$ cat src/rn_pkg.sv
`timescale 1ns / 1ps
// ----------------------------------------------------------------------------
// rn_pkg
// Shared widths, word types and controller states for the rank normaliser.
// ----------------------------------------------------------------------------
package rn_pkg;

  localparam int MAX_LEN = 64;
  localparam int VAL_W   = 32;
  localparam int RANK_W  = 7;

  typedef logic signed [VAL_W-1:0] value_t;
  typedef logic [RANK_W-1:0]       rank_t;

  typedef struct packed {
    logic   valid;
    value_t key;
    rank_t  cnt;
  } token_t;

  typedef struct packed {
    logic  valid;
    rank_t rank;
  } unload_t;

  typedef struct packed {
    logic shift;
  } cell_ctrl_t;

  typedef enum logic [1:0] {
    ST_LOAD,
    ST_DRAIN,
    ST_UNLOAD
  } state_t;

endpackage

$ cat src/rn_cell.sv
`timescale 1ns / 1ps
// ----------------------------------------------------------------------------
// rn_cell
// One compare cell: holds a stored value and its running rank, counts a
// passing value against it and hands the value on to the next cell, or stores it when free.
// ----------------------------------------------------------------------------
module rn_cell
  import rn_pkg::*;
(
  input  logic       clk,
  input  logic       rst,
  input  cell_ctrl_t ctrl,
  input  token_t     tok_in,
  output token_t     tok_out,
  input  unload_t    unload_in,
  output unload_t    unload_out,
  output logic       busy
);

  token_t tok;
  logic   occupied;
  value_t stored;
  rank_t  rank;
  logic   lt;
  logic   gt;

  assign lt = stored < tok.key;
  assign gt = tok.key < stored;

  assign tok_out.valid = tok.valid & occupied;
  assign tok_out.key   = tok.key;
  assign tok_out.cnt   = tok.cnt + RANK_W'(lt);

  assign unload_out.valid = occupied;
  assign unload_out.rank  = rank;
  assign busy             = tok.valid;

  always_ff @(posedge clk) begin
    if (rst) begin
      tok.valid <= 1'b0;
      occupied  <= 1'b0;
    end else begin
      tok <= tok_in;
      if (ctrl.shift) begin
        occupied <= unload_in.valid;
        rank     <= unload_in.rank;
      end else if (tok.valid) begin
        if (occupied) begin
          if (gt) begin
            rank <= rank + RANK_W'(1);
          end
        end else begin
          occupied <= 1'b1;
          stored   <= tok.key;
          rank     <= tok.cnt + RANK_W'(1);
        end
      end
    end
  end

endmodule
$ cat config.mk
export PLATFORM = sky130hd
export DESIGN_NAME = rn_cell
export DESIGN_NICKNAME = d
export VERILOG_FILES = /design/src/rn_pkg.sv /design/src/rn_cell.sv
export SDC_FILE = /design/constraint.sdc
export NUM_CORES = 1
export LEC_CHECK = 0
export ABC_AREA = 1
export BUFFER_PORTS_ARGS = -buffer_cell sky130_fd_sc_hd__buf_2
export CAP_MARGIN = 20
export CORE_MARGIN = 8
export CORE_UTILIZATION = 48
export CTS_CLUSTER_DIAMETER = 100
export CTS_CLUSTER_SIZE = 20
export DETAILED_ROUTE_END_ITERATION = 8
export HOLD_SLACK_MARGIN = 0.06
export MAX_ROUTING_LAYER = met4
export PLACE_DENSITY = 0.83
export RECOVER_POWER = 100
export SYNTH_ARGS = -nofsm -noshare
export SYNTH_HDL_FRONTEND = slang
export SYNTH_SLANG_ARGS = --single-unit
$ cat constraint.sdc
create_clock -name clk -period 3.5 [get_ports clk]
set_input_delay 0.175 -clock clk [delete_from_list [all_inputs] [get_ports clk]]
set_output_delay 0.175 -clock clk [all_outputs]
set_load 0.03 [all_outputs]
==> impl_metrics.json <==
{
  "setup_ws_ns": 0.1826,
  "numCtsBuffers": 9,
  "fin_crit_sh_pct": 94.78,
  "whs_path_depth": 3,
  "r2r.worst_path.cells": 2,
  "hp-start": "unload_in[3]",
  "start_kind": "flop",
  "slew_violations": 55,
  "r2r_end": "stored[7]$_DFFE_PP_",
  "h-tree-depth": 3,
  "dp_hpwl_um": 5714,
  "max_freq_ghz": 0.3014,
  "grt_pass1_vias": 2870,
  "violations": "capacitance limit, slew limit",
  "placedCellCount": 503,
  "min_period_ns": 3.317,
  "die_area_sq_um": 11300,
  "cts_tree": "done",
  "syn_area_sq_um": 3914,
  "ys_ff_latch": 80,
  "status": "complete, but fails checks",
  "die_w_um": 106.3,
  "viasPerCell": 4.789,
  "io_pins": 100,
  "drt_iter0_drc": 84,
  "crit_arrival_ns": 3.14,
  "whs_ns": 0.09952,
  "endpoint_kind": "primary output",
  "p_per_area_nw_per_um2": 479.7,
  "required_ns": 3.32,
  "antenna_found_initial": 0,
  "grt_max_degree": 41,
  "post_synth.cell_area_avg_sq_um": 11.75,
  "stdcell_count": 563,
  "finalNetCount": 539,
  "hold_path_class": "input port to flop",
  "layout-drive-gt1-share_pct": 19.21,
  "clockBufferDepth": 2,
  "num_vias": 2696,
  "cts_num_sinks": 80,
  "finalSetupViolations": 0,
  "p_leak_nw": 2.188,
  "synth_nets": 419,
  "ir_drop_mv": 0.2812,
  "synthToLayoutAreaGrowth_pct": 27.30,
  "p_total_w": 0.002390,
  "place_worst_setup_slack_ns": 0.6114,
  "synth-warning-count": 0,
  "yosysUniqueCellTypes": 29,
  "wl_um": 8461,
  "hold_viol_final": 0,
  "drc": 0,
  "max_slew_margin_pct": -47.28,
  "final_antenna_net_count": 0,
  "reg2reg_slack_ns": 0.35,
  "n_antenna_cell": 0,
  "clkTransAtPathRegs_ns": 0.08,
  "root_buffer": "clkbuf_8",
  "routedWlPerCell_um": 15.03,
  "grt_remaining_overflow": 0,
  "grt_pass1_wl_um": 13480,
  "worst_slew_pin_slew_ns": 2.209,
  "globalplace.congestion": 0.7768,
  "coreArea_sq_um": 8051,
  "reg2reg_from": "occupied$_SDFFE_PP0P_",
  "start_util_pct": 48.61,
  "skew_ns": 0.008197,
  "ys_seq_area_share_pct": 60.87,
  "firstDrtPassIters": 4,
  "min_to": "rank[3]$_DFFE_PP_",
  "utilization_pct": 61.88,
  "syn_inst": 333,
  "path_max_fanout": 3,
  "die_h_um": 106.3,
  "critPathKind": "flop to primary output",
  "max_cap_violations": 2,
  "clk_latency_ns": 0.34,
  "port_buffers": 99,
  "row_count": 33,
  "grt_usage_pct": 15.57
}
==> cells by family (layout without fill, tap and decap cells) <==
logic type | after synthesis | in the layout | synth area share [%]
and+or+nand+nor | 94 | 94 | 10.10
buffers and inverters | 85 | 210 | 11.51
DFF | 80 | 80 | 60.87
adders and majority gates | 35 | 35 | 11.19
AOI/OAI and AO/OA | 30 | 30 | 4.252
xor gates and xnor gates | 7 | 7 | 1.567
muxes | 2 | 2 | 0.5115
==> worst max path at each step <==
| stage | start | end | slack [ns] | cells after the start |
|---|---|---|---|---|
| after floorplan | rst | stored[0]$_DFFE_PP_ | 0.67 | 3 |
| after global placement | tok_out[38]$_DFFE_PN_ | tok_out[6] | 0.69 | 16 |
| after detailed placement | tok_out[38]$_DFFE_PN_ | tok_out[6] | 0.61 | 16 |
| after CTS | tok_out[38]$_DFFE_PN_ | tok_out[6] | 0.17 | 16 |
| after global routing | tok_out[38]$_DFFE_PN_ | tok_out[6] | -0.10 | 16 |
| final | tok_out[38]$_DFFE_PN_ | tok_out[6] | 0.18 | 16 |
==> report_power, final <==
group          switching (W)  total [W]  leakage [nW]  internal (W)
Combinational       0.000230   0.000363          1.31      0.000133
Sequential         0.0000403    0.00116         0.755       0.00112
Clock               0.000327   0.000871         0.124      0.000544
Total               0.000596    0.00239          2.19       0.00179
==> routing by layer <==
| layer | share of wire, % | track usage, % | vias to the layer above |
|---|---|---|---|
| met5 | 0 | - | - |
| met2 | 51 | 26.90 | 89 |
| li1 | - | - | 1328 |
| met4 | 2.1 | 5.528 | 0 |
| met1 | 41 | 16.54 | 1260 |
| met3 | 6.1 | 4.719 | 19 |
==> state kept, by name, indices dropped and copies added (netlist names) <==
name,count
tok,7
busy,1
rank,7
tok_out,32
occupied,1
stored,32
==> cells in the mapped netlist, drive strengths merged <==
library cell	number	area (sq um)
o21a	1	7.510
nor2	18	70.07
clkbuf	2	7.510
a31o	1	8.760
o21ai	9	48.79
a21o	1	7.510
edfxtp	78	2342
nand2	59	226.5
nand4	4	25.02
a22o	1	8.760
inv	49	183.9
xor2	6	52.55
xnor2	1	8.760
a21oi	17	85.08
nor3	3	15.01
dfxtp	2	40.04
or2	2	12.52
nand3	7	40.04
ha	35	437.9
buf	34	259.0
nor4	1	6.260
mux2i	2	20.02
==> placed cells by master (no fill, tap or decap), types with 6 or more instances in the layout <==
master,synthesis,layout
xor2_1,6,6
nor2_1,17,15
clkbuf_1,2,44
o21ai_0,7,8
nand2_1,57,57
ha_1,35,31
nand3_1,6,6
dlygate4sd3_1,0,41
buf_2,0,56
a21oi_1,17,16
clkbuf_8,0,9
edfxtp_1,78,78
inv_1,49,48
==> timing repair <==
action / 4_1_cts / 5_1_grt
hold buffers: 41 / 0
setup buffers: 0 / 3
endpoints found under the setup margin: 0 / 3
endpoints found under the hold margin: 40 / 0
gates resized for setup: 0 / 11
==> worst max-delay path: stages, from the launching register on <==
cell and delay [ns]:
edfxtp_1 0.46, ha_4 0.30, nand2_1 0.07, nor2_2 0.13
nand4_1 0.15, nor2_2 0.18, nand2_1 0.09, nand3_1 0.09
nand2_1 0.07, a21oi_2 0.12, ha_2 0.20, ha_2 0.18
nand3_1 0.12, nor2_1 0.16, nand2_1 0.11, xnor2_2 0.23
buf_6 0.17
==> per-stage QoR <==
stage / setup TNS, ns / cell area [sq um]
final: 0 / 4982
after global placement: 0 / 4313
after global routing: -0.1070 / 4982
after CTS: 0 / 4982
after floorplan: 0 / 3919
after detailed placement: 0 / 4313
==> area by class of cell <==
cell class,count,area [sq um]
multi-input cells,168,1127
flip-flops and latches,80,2382
fillers,667,3069
inverters,49,183.9
repair buffers,145,898.4
clock buffers,10,127.6
well taps,105,131.4
clock inverters,6,131.4
Power figures use the tool's default switching activity.
